===== src/hw/rtl/siw_pkg.sv =====
// session idle watchdog package: word types, field widths and codes
// shared by siw_core and session_idle_watchdog_top; depends on nothing
package siw_pkg;

  localparam int Channels   = 16;
  localparam int FuncW      = 2;
  localparam int ChanIdxW   = 4;
  localparam int MsgW       = 2;
  localparam int RemainW    = 5;
  localparam int TargetsW   = 16;
  localparam int PhaseW     = 3;
  localparam int CountW     = 5;
  localparam int TimeoutW   = 16;
  localparam int CloseW     = 4;

  localparam logic [TimeoutW-1:0] LeadTimeout = TimeoutW'(30);
  localparam logic [RemainW-1:0]  LeadSeconds = RemainW'(30);
  localparam logic [CloseW-1:0]   CloseDelay  = CloseW'(10);

  // event codes
  localparam logic [FuncW-1:0] FuncTick     = 2'd0;
  localparam logic [FuncW-1:0] FuncRegister = 2'd1;
  localparam logic [FuncW-1:0] FuncRelease  = 2'd2;
  localparam logic [FuncW-1:0] FuncActivity = 2'd3;

  // result message codes
  localparam logic [MsgW-1:0] MsgNone      = 2'd0;
  localparam logic [MsgW-1:0] MsgCountdown = 2'd1;
  localparam logic [MsgW-1:0] MsgLogout    = 2'd2;
  localparam logic [MsgW-1:0] MsgClose     = 2'd3;

  typedef struct packed {
    logic [FuncW-1:0]    func;
    logic [ChanIdxW-1:0] channel;
  } evt_word_t;

  typedef struct packed {
    logic [MsgW-1:0]     message;
    logic [RemainW-1:0]  remaining;
    logic [TargetsW-1:0] targets;
    logic [PhaseW-1:0]   phase_now;
    logic [CountW-1:0]   channel_total;
    logic                channel_present;
  } res_word_t;

endpackage


===== src/hw/rtl/session_idle_watchdog_top.sv =====
// session idle watchdog top level: timeout register, core and result register
// depends on siw_pkg and siw_core
//
// Every event word (tick, channel register, channel release, activity)
// yields exactly one result word. The core updates phase, timers and
// channel bitmap as the word is accepted and the result lands in an
// output register, valid in the following cycle, so one event per cycle
// is sustained while the result side keeps up; evt_ready drops only
// while a result waits on res_ready. session_timeout is written through
// cfg_we/cfg_data and is sampled when the active phase is armed; write
// it only while no event is in flight.
module session_idle_watchdog_top (
  input  logic                         clk,
  input  logic                         rst,
  input  logic                         evt_valid,
  output logic                         evt_ready,
  input  siw_pkg::evt_word_t           evt,
  output logic                         res_valid,
  input  logic                         res_ready,
  output siw_pkg::res_word_t           res,
  input  logic                         cfg_we,
  input  logic [siw_pkg::TimeoutW-1:0] cfg_data
);
  import siw_pkg::*;

  logic [TimeoutW-1:0] session_timeout;
  logic                take;
  res_word_t           res_calc;

  assign evt_ready = !res_valid || res_ready;
  assign take      = evt_valid && evt_ready;

  siw_core u_core (
    .clk     (clk),
    .rst     (rst),
    .take    (take),
    .timeout (session_timeout),
    .evt     (evt),
    .res     (res_calc)
  );

  always_ff @(posedge clk) begin
    if (rst) begin
      session_timeout <= '0;
    end else if (cfg_we) begin
      session_timeout <= cfg_data;
    end
  end

  always_ff @(posedge clk) begin
    if (rst) begin
      res_valid <= 1'b0;
    end else if (evt_ready) begin
      res_valid <= evt_valid;
    end
  end

  always_ff @(posedge clk) begin
    if (take) begin
      res <= res_calc;
    end
  end

endmodule


===== src/hw/rtl/siw_core.sv =====
// session idle watchdog core: phase machine, timers and channel bitmap
// depends on siw_pkg; result is combinational from state and event word
module siw_core (
  input  logic                          clk,
  input  logic                          rst,
  input  logic                          take,
  input  logic [siw_pkg::TimeoutW-1:0]  timeout,
  input  siw_pkg::evt_word_t            evt,
  output siw_pkg::res_word_t            res
);
  import siw_pkg::*;

  typedef enum logic [PhaseW-1:0] {
    PH_IDLE      = 3'd0,
    PH_ACTIVE    = 3'd1,
    PH_COUNTDOWN = 3'd2,
    PH_LOGOUT    = 3'd3,
    PH_CLOSED    = 3'd4
  } phase_t;

  phase_t                phase, phase_next;
  logic [TimeoutW-1:0]   active_left, active_left_next;
  logic [RemainW-1:0]    seconds_left, seconds_left_next;
  logic [CloseW-1:0]     close_left, close_left_next;
  logic [Channels-1:0]   chan_set, chan_set_next;
  logic [CountW-1:0]     chan_count, chan_count_next;

  logic                  chan_ok;
  logic [Channels-1:0]   chan_bit;
  logic                  armable;
  logic [TimeoutW-1:0]   active_dec;
  logic [CloseW-1:0]     close_dec;
  logic [MsgW-1:0]       msg;
  logic [RemainW-1:0]    rem;

  always_comb begin
    chan_ok  = (32'(evt.channel) < Channels);
    chan_bit = chan_ok ? (Channels'(1) << evt.channel) : '0;
    armable  = timeout > LeadTimeout;
    active_dec = (active_left != '0) ? active_left - TimeoutW'(1) : active_left;
    close_dec  = (close_left != '0) ? close_left - CloseW'(1) : close_left;

    phase_next        = phase;
    active_left_next  = active_left;
    seconds_left_next = seconds_left;
    close_left_next   = close_left;
    chan_set_next     = chan_set;
    chan_count_next   = chan_count;
    msg               = MsgNone;
    rem               = '0;

    unique case (evt.func)
      FuncTick: begin
        case (phase)
          PH_ACTIVE: begin
            active_left_next = active_dec;
            if (active_dec == '0) begin
              phase_next        = PH_COUNTDOWN;
              seconds_left_next = LeadSeconds;
            end
          end
          PH_COUNTDOWN: begin
            if (seconds_left != '0) begin
              msg               = MsgCountdown;
              rem               = seconds_left;
              seconds_left_next = seconds_left - RemainW'(1);
            end else begin
              msg             = MsgLogout;
              phase_next      = PH_LOGOUT;
              close_left_next = CloseDelay;
            end
          end
          PH_LOGOUT: begin
            close_left_next = close_dec;
            if (close_dec == '0) begin
              msg        = MsgClose;
              phase_next = PH_CLOSED;
            end
          end
          default: ;
        endcase
      end
      FuncRegister: begin
        if (chan_ok) begin
          if ((chan_set & chan_bit) == '0) begin
            chan_set_next   = chan_set | chan_bit;
            chan_count_next = chan_count + CountW'(1);
          end
          // arm only on the first channel of an idle session
          if (chan_count == '0 && armable && phase == PH_IDLE) begin
            phase_next        = PH_ACTIVE;
            active_left_next  = timeout - LeadTimeout;
            seconds_left_next = '0;
            close_left_next   = '0;
          end
        end
      end
      FuncRelease: begin
        if ((chan_set & chan_bit) != '0) begin
          chan_set_next   = chan_set & ~chan_bit;
          chan_count_next = chan_count - CountW'(1);
          // countdown, logout and close keep running with no targets
          if (chan_count_next == '0 && phase == PH_ACTIVE) begin
            phase_next       = PH_IDLE;
            active_left_next = '0;
          end
        end
      end
      FuncActivity: begin
        if (chan_count != '0 && armable && phase != PH_CLOSED) begin
          phase_next        = PH_ACTIVE;
          active_left_next  = timeout - LeadTimeout;
          seconds_left_next = '0;
          close_left_next   = '0;
        end
      end
      default: ;
    endcase

    res.message         = msg;
    res.remaining       = rem;
    res.targets         = TargetsW'(chan_set_next);
    res.phase_now       = phase_next;
    res.channel_total   = chan_count_next;
    res.channel_present = (chan_set_next & chan_bit) != '0;
  end

  always_ff @(posedge clk) begin
    if (rst) begin
      phase        <= PH_IDLE;
      active_left  <= '0;
      seconds_left <= '0;
      close_left   <= '0;
      chan_set     <= '0;
      chan_count   <= '0;
    end else if (take) begin
      phase        <= phase_next;
      active_left  <= active_left_next;
      seconds_left <= seconds_left_next;
      close_left   <= close_left_next;
      chan_set     <= chan_set_next;
      chan_count   <= chan_count_next;
    end
  end

endmodule

===== config.mk =====
export PLATFORM = sky130hd
export DESIGN_NAME = session_idle_watchdog_top
export DESIGN_NICKNAME = d
export VERILOG_FILES = /design/src/hw/rtl/siw_pkg.sv /design/src/hw/rtl/session_idle_watchdog_top.sv /design/src/hw/rtl/siw_core.sv
export SDC_FILE = /design/constraint.sdc
export NUM_CORES = 1
export LEC_CHECK = 0
export ABC_AREA = 1
export BUFFER_PORTS_ARGS = -buffer_cell sky130_fd_sc_hd__clkbuf_2
export CORE_MARGIN = 5
export CORE_UTILIZATION = 49
export DETAILED_ROUTE_END_ITERATION = 10
export GPL_TIMING_DRIVEN = 0
export HOLD_SLACK_MARGIN = 0.12
export PLACE_DENSITY = 0.71
export SLEW_MARGIN = 0
export SYNTH_ARGS = -nofsm -noshare
export SYNTH_HDL_FRONTEND = slang
export SYNTH_SLANG_ARGS = --single-unit

===== constraint.sdc =====
create_clock -name clk -period 2.4 [get_ports clk]
set_clock_uncertainty 0.15 [all_clocks]
set_input_delay 0.48 -clock clk [delete_from_list [all_inputs] [get_ports clk]]
set_output_delay 0.48 -clock clk [all_outputs]
set_load 0.01 [all_outputs]

==> results of run 1 <==
layer usage:
metal	GRT usage	part of all wire	vias up	wire length [um]
li1	-	-	3060	-
met1	0.304	0.47	2719	7440
met2	0.348	0.45	177	7200
met3	0.0396	0.057	29	902
met4	0.0885	0.025	0	405
met5	0	0	-	0
critical path, delay by kind of cell:
kind / cells / cell delay, ns
AO/OA/AOI/OAI: 2 / 0.56
adder cells (fa/ha/maj): 1 / 0.33
buffers and inverters: 4 / 0.75
AND/OR/NAND/NOR: 1 / 0.11
worst max path at each step:
| stage | depth (start not counted) | start | to | slack [ns] |
|---|---|---|---|---|
| 2_1_floorplan | 8 | evt[4] | res[0] | 0.06 |
| 3_3_place_gp | 9 | evt[4] | res[0] | -0.66 |
| 3_5_place_dp | 9 | evt[4] | res[0] | -0.64 |
| 4_1_cts | 4 | res_valid | res[3] | 0.007 |
| 5_1_grt | 14 | u_core.active_left[6] | u_core.seconds_left[1] | -0.06 |
| 6_report | 8 | evt[4] | res[0] | 0.10 |
sequential cells by signal, summed over array words and instances (netlist names):
register and cells:
res 32, session_timeout 16, u_core.active_left 16, u_core.chan_set 16, u_core.chan_count 5, u_core.seconds_left 5
u_core.close_left 4, u_core.phase 3, res_valid 1
through the flow:
stage	instances	setup WS, ns	area (sq um)
2_1_floorplan	882	0.0571	6040
3_3_place_gp	1108	-0.659	6540
3_5_place_dp	1108	-0.639	6540
4_1_cts	1124	0.00700	6850
5_1_grt	1125	-0.0556	6930
6_report	1125	0.102	6930
repair_timing:
| action | in CTS | in global routing |
|---|---|---|
| gates resized for setup | 8 | 29 |
| setup endpoints to repair | 10 | 68 |
| hold buffers | 0 | 0 |
| buffers inserted | 0 | 2 |
| hold endpoints to repair | 0 | 0 |
| pin swaps | 1 | 2 |
report_power, final:
part | total, W | leakage [nW] | switching [W] | internal [W]
clock | 0.00146 | 0.143 | 0.000649 | 0.000812
combinational | 0.00141 | 2.16 | 0.000927 | 0.000482
sequential | 0.00198 | 0.866 | 0.000105 | 0.00188
Yosys cell counts, types with 2 or more instances:
master / count / share of area
nor2_1: 132 / 0.082
clkbuf_1: 23 / 0.014
buf_1: 2 / 0.0012
inv_2: 8 / 0.0050
nand4_1: 13 / 0.013
a21oi_1: 56 / 0.046
a31oi_1: 11 / 0.011
o21ai_1: 13 / 0.011
edfxtp_1: 32 / 0.16
a21oi_2: 2 / 0.0029
inv_1: 96 / 0.060
ha_1: 13 / 0.027
nor2_4: 2 / 0.0037
nand3_1: 77 / 0.064
or2_2: 2 / 0.0021
nor2_2: 6 / 0.0062
xor2_1: 18 / 0.026
nand3_4: 2 / 0.0058
a31o_2: 8 / 0.012
o21ai_0: 67 / 0.056
o22ai_1: 16 / 0.017
nor3_1: 10 / 0.0083
nand2_1: 176 / 0.11
nand2_2: 4 / 0.0041
xnor2_1: 4 / 0.0058
dfxtp_1: 66 / 0.22
nand3b_1: 3 / 0.0037
nand3_2: 3 / 0.0050
buf_2: 5 / 0.0041
layout by cell type, fill, tap and decap left out, types with 12 or more instances in the layout:
cell type | synthesis | final
a21oi_1 | 56 | 55
clkbuf_1 | 23 | 18
clkbuf_2 | 0 | 62
dfxtp_1 | 66 | 65
edfxtp_1 | 32 | 32
ha_1 | 13 | 12
inv_1 | 96 | 93
nand2_1 | 176 | 173
nand3_1 | 77 | 76
nand4_1 | 13 | 13
nor2_1 | 132 | 128
o21ai_0 | 67 | 65
o21ai_1 | 13 | 13
o22ai_1 | 16 | 16
xor2_1 | 18 | 18
final cells by class:
| class | instances | area (sq um) | area share |
|---|---|---|---|
| plain buffers | 31 | 146 | 0.0211 |
| clock buffers | 10 | 229 | 0.0330 |
| clock inverters | 6 | 65.1 | 0.00939 |
| inverters | 105 | 394 | 0.0569 |
| multi-input cells | 647 | 3300 | 0.476 |
| flip-flops and latches | 98 | 2280 | 0.329 |
| well taps | 168 | 210 | 0.0303 |
| repair buffers | 60 | 305 | 0.0441 |
cell families (layout without fill, tap and decap cells):
group                      count (synthesis)  in the layout  synth area share
and+or+nand+nor                          435            435             0.314
AOI/OAI and AO/OA                        177            177             0.161
buffers and inverters                    137            212            0.0881
DFF                                       98             98             0.378
xor gates and xnor gates                  22             22            0.0319
adders and majority gates                 13             13            0.0269
==> impl_metrics.tcl, run 1 <==
set metrics [dict create \
    cp.arrival_ns 2.24 \
    hold_path_depth 3 \
    ys.flop_type "dfxtp_1" \
    ioPinCount 61 \
    total_power_w 0.00485 \
    period_minus_slack_ns 2.30 \
    vias_per_cell 5.32 \
    drc 0 \
    reg2reg_to "u_core.seconds_left[1]" \
    clk_pin_slew_worst_paths_ns 0.07 \
    cp-start-kind "input port" \
    hold_viol_final 0 \
    drive_gt1_frac 0.149 \
    syn_inst 882 \
    dieArea_sq_um 14600 \
    ir_drop_mv 0.367 \
    run_status "complete, no violations" \
    detail-route-antenna-nets 0 \
    timing.rr.start "u_core.active_left[7]" \
    period_share 0.957 \
    port_buffers 58 \
    critical-path-slowest-cell "clkbuf_1" \
    synth_fp_nets 922 \
    syn_to_final_growth_pct 14.8 \
    tightest_slew_ns 0.926 \
    antenna_cells 0 \
    hold_slack_ns 0.198 \
    slew_headroom 0.382 \
    drt_iter0_drc 429 \
    hold_start "cfg_data[3]" \
    fp-row-count 40 \
    p_leak_nw 3.17 \
    cts_inserted_buffers 9 \
    grt_max_degree 42 \
    r2r_slack_ns 0.14 \
    crit_top_cell "inv_1" \
    rsz0062_at_grt "yes" \
    dr.pass1.iters 7 \
    worst_ep_required_time_ns 2.34 \
    grt_pass1_wl_um 26300 \
    grt_pass1_vias 5550 \
    wire_per_inst_um 14.2 \
    nNetsFinal 992 \
    yosysSeqAreaShare 0.378 \
    ys_warn_count 0 \
    setup_viol 0 \
    core_sq_um 12100 \
    fmax_ghz 0.435 \
    hpwl_um 11700 \
    cts_tree "yes" \
    syn_area_per_cell_sq_um 6.84 \
    crit_chain "clkbuf_2 -> inv_1 -> ha_1 -> clkbuf_1 -> a31o_2 -> inv_1 -> a211oi_1 -> nand3_1" \
    r2r_cells 14 \
    cts.sinks 98 \
    clk-insertion-delay-late_ns 0.35 \
    endpoint_kind "flop" \
    crit_path_max_incr_delay_ns 0.45 \
    async_flop_share 0 \
    maxCapViolations 0 \
    start_util 0.501 \
    power_density_nw_per_um2 700 \
    synth_seq_cells 98 \
    h-tree-depth 3 \
    place_congestion 0.882 \
    grt_use_total 0.223 \
    die_h_um 121 \
    hold_path.class "input port to flop" \
    via_count 5985 \
    die_x_um 121 \
    slew_viol_final 0 \
    ctsLongestPathBuffers 2 \
    finalSetupTns_ns 0 \
    ys_types 41 \
    cts_root_buf "clkbuf_16" \
    hold_path_end "session_timeout[3]" \
    syn-cell-area_sq_um 6040 \
    grt_overflow_total 0 \
    worstPathMaxFanout 10 \
    antenna_found_initial 0 \
    setup.worst_path.class "input port to flop" \
    final_util 0.575 \
    num-fill-cells 1176 \
    totalWireLength_um 15900 \
    synth_edf_count 32 \
]
(Power assumes the default switching activity.)
==> run 2: changes to the inputs <==
--- a/config.mk
+++ b/config.mk
@@ -7,6 +7,7 @@
 export LEC_CHECK = 0
 export ABC_AREA = 1
 export BUFFER_PORTS_ARGS = -buffer_cell sky130_fd_sc_hd__clkbuf_2
+export CORE_ASPECT_RATIO = 0.5
 export CORE_MARGIN = 5
 export CORE_UTILIZATION = 49
 export DETAILED_ROUTE_END_ITERATION = 10
==> run 2 against run 1 <==
Against the previous run:
- highest routed layer unchanged
- critical endpoint unchanged
- worst hold slack improved by 0.018 ns
- global-route usage fell by 0.45 points
- clock power rose by 6%
- setup slack got worse by 0.030 ns
- combinational power barely moved
- power rose by 2.0%
- sequential share of layout area fell by 0.36 points
- final cell count rose by 0.18%
- cell area rose by 1.1%
- largest cell class unchanged
- via count rose by 1.1%
- sequential power barely moved
- wire length rose by 0.57%
==> impl_metrics.tcl, run 2 (synthesis results as in run 1) <==
set metrics [dict create \
    run_status "complete, no violations" \
    wire_per_inst_um 14.2 \
    hold_buffers 0 \
    hold_slack_ns 0.215 \
    finalSetupTns_ns 0 \
    worstPathMaxFanout 10 \
    setup.worst_path.class "input port to flop" \
    dieArea_sq_um 14800 \
    grt_overflow_total 0 \
    antenna_cells 0 \
    r2r_cells 14 \
    cts_root_buf "clkbuf_16" \
    period_minus_slack_ns 2.33 \
    hold_path.class "input port to flop" \
    cp-start-kind "input port" \
    largest-register "res" \
    clk-insertion-delay-late_ns 0.35 \
    hold_viol_final 0 \
    start_util 0.505 \
    clk_pin_slew_worst_paths_ns 0.07 \
    die_x_um 167 \
    hpwl_um 11900 \
    num-fill-cells 1134 \
    met1_usage 0.287 \
    ioPinCount 61 \
    hold_path_depth 3 \
    place_congestion 0.902 \
    slew_headroom 0.369 \
    tightest_slew_ns 0.946 \
    vias_per_cell 5.37 \
    grt_pass1_vias 5483 \
    port_buffers 58 \
    syn_to_final_growth_pct 16.1 \
    cp.arrival_ns 2.26 \
    top_usage_layer "met2" \
    period_share 0.970 \
    grt_pass1_wl_um 26300 \
    worst_ep_required_time_ns 2.34 \
    ctsLongestPathBuffers 2 \
    core_sq_um 11900 \
    totalWireLength_um 16000 \
    grt_use_total 0.218 \
    h-tree-depth 3 \
    drive_gt1_frac 0.159 \
    via_count 6053 \
    fmax_ghz 0.430 \
    grtUsageMet3 0.0428 \
    cts_tree "yes" \
    met2_usage 0.373 \
    largest_reg_flops 32 \
    setup_viol 0 \
    dr.pass1.iters 5 \
    p_leak_nw 3.20 \
    cts_inserted_buffers 9 \
    die_h_um 88.5 \
    fp-row-count 28 \
    detail-route-antenna-nets 0 \
    drc 0 \
    endpoint_kind "flop" \
    final_cell_mix "170 x nand2_1, 126 x nor2_1, 93 x inv_1, 75 x nand3_1, 66 x o21ai_0" \
    maxCapViolations 0 \
    ir_drop_mv 0.357 \
    cts.sinks 98 \
    slew_viol_final 0 \
    nNetsFinal 997 \
    final_util 0.587 \
    mostFrequentLayoutCell "nand2_1" \
    drt_iter0_drc 509 \
    antenna_found_initial 0 \
    power_density_nw_per_um2 706 \
    grt_max_degree 42 \
]
==> run 2: path summary, 6_finish.rpt <==
kind,start,end,slack (ns)
max,evt[4],res[0],0.07
min,cfg_data[10],session_timeout[10],0.22
min reg2reg,u_core.close_left[0],u_core.close_left[0],0.32
max reg2reg,u_core.active_left[0],res[6],0.12
==> run 2: through the flow <==
stage / cell area [sq um] / std cells / power (W) / setup slack (ns)
final: 7010 / 1127 / 0.00495 / 0.0721
after global routing: 7010 / 1127 / 0.00526 / -0.00905
after CTS: 6880 / 1121 / 0.00492 / 0.0193
after detailed placement: 6540 / 1105 / 0.00334 / -0.574
after global placement: 6540 / 1105 / 0.00332 / -0.575
after floorplan: 6040 / 882 / 0.00299 / 0.0571
==> run 2: timing repair <==
item	in CTS	in global routing
resized for setup	10	28
setup endpoints to repair	10	70
buffers inserted	0	6
pin swaps	0	6
gates cloned	0	1
==> run 2: where the power goes <==
group          switching [W]  internal (W)  leakage (nW)
Sequential          0.000104       0.00188         0.866
Clock               0.000635      0.000911         0.149
Combinational       0.000937      0.000487          2.19
Total                0.00168       0.00327          3.20
==> run 2: per-layer routing <==
layer  vias up  wire length (um)
met5         -                 0
met4         0               293
met3        27               855
met2       187              7220
li1       3066                 -
met1      2773              7670
==> run 2: final cells by class <==
class / instances / area [sq um] / area share
inverters: 105 / 394 / 0.0562
repair buffers: 64 / 335 / 0.0479
flip-flops and latches: 98 / 2280 / 0.326
clock buffers: 9 / 225 / 0.0321
plain buffers: 31 / 143 / 0.0204
well taps: 165 / 206 / 0.0295
multi-input cells: 648 / 3330 / 0.475
clock inverters: 7 / 92.6 / 0.0132
==> run 2: critical path, cell delays in order <==
cell and delay, ns:
clkbuf_2 0.12, inv_1 0.09, ha_1 0.35, clkbuf_1 0.41
a31oi_1 0.19, inv_1 0.12, nor2_1 0.05, nor3_1 0.30
nand3_1 0.14
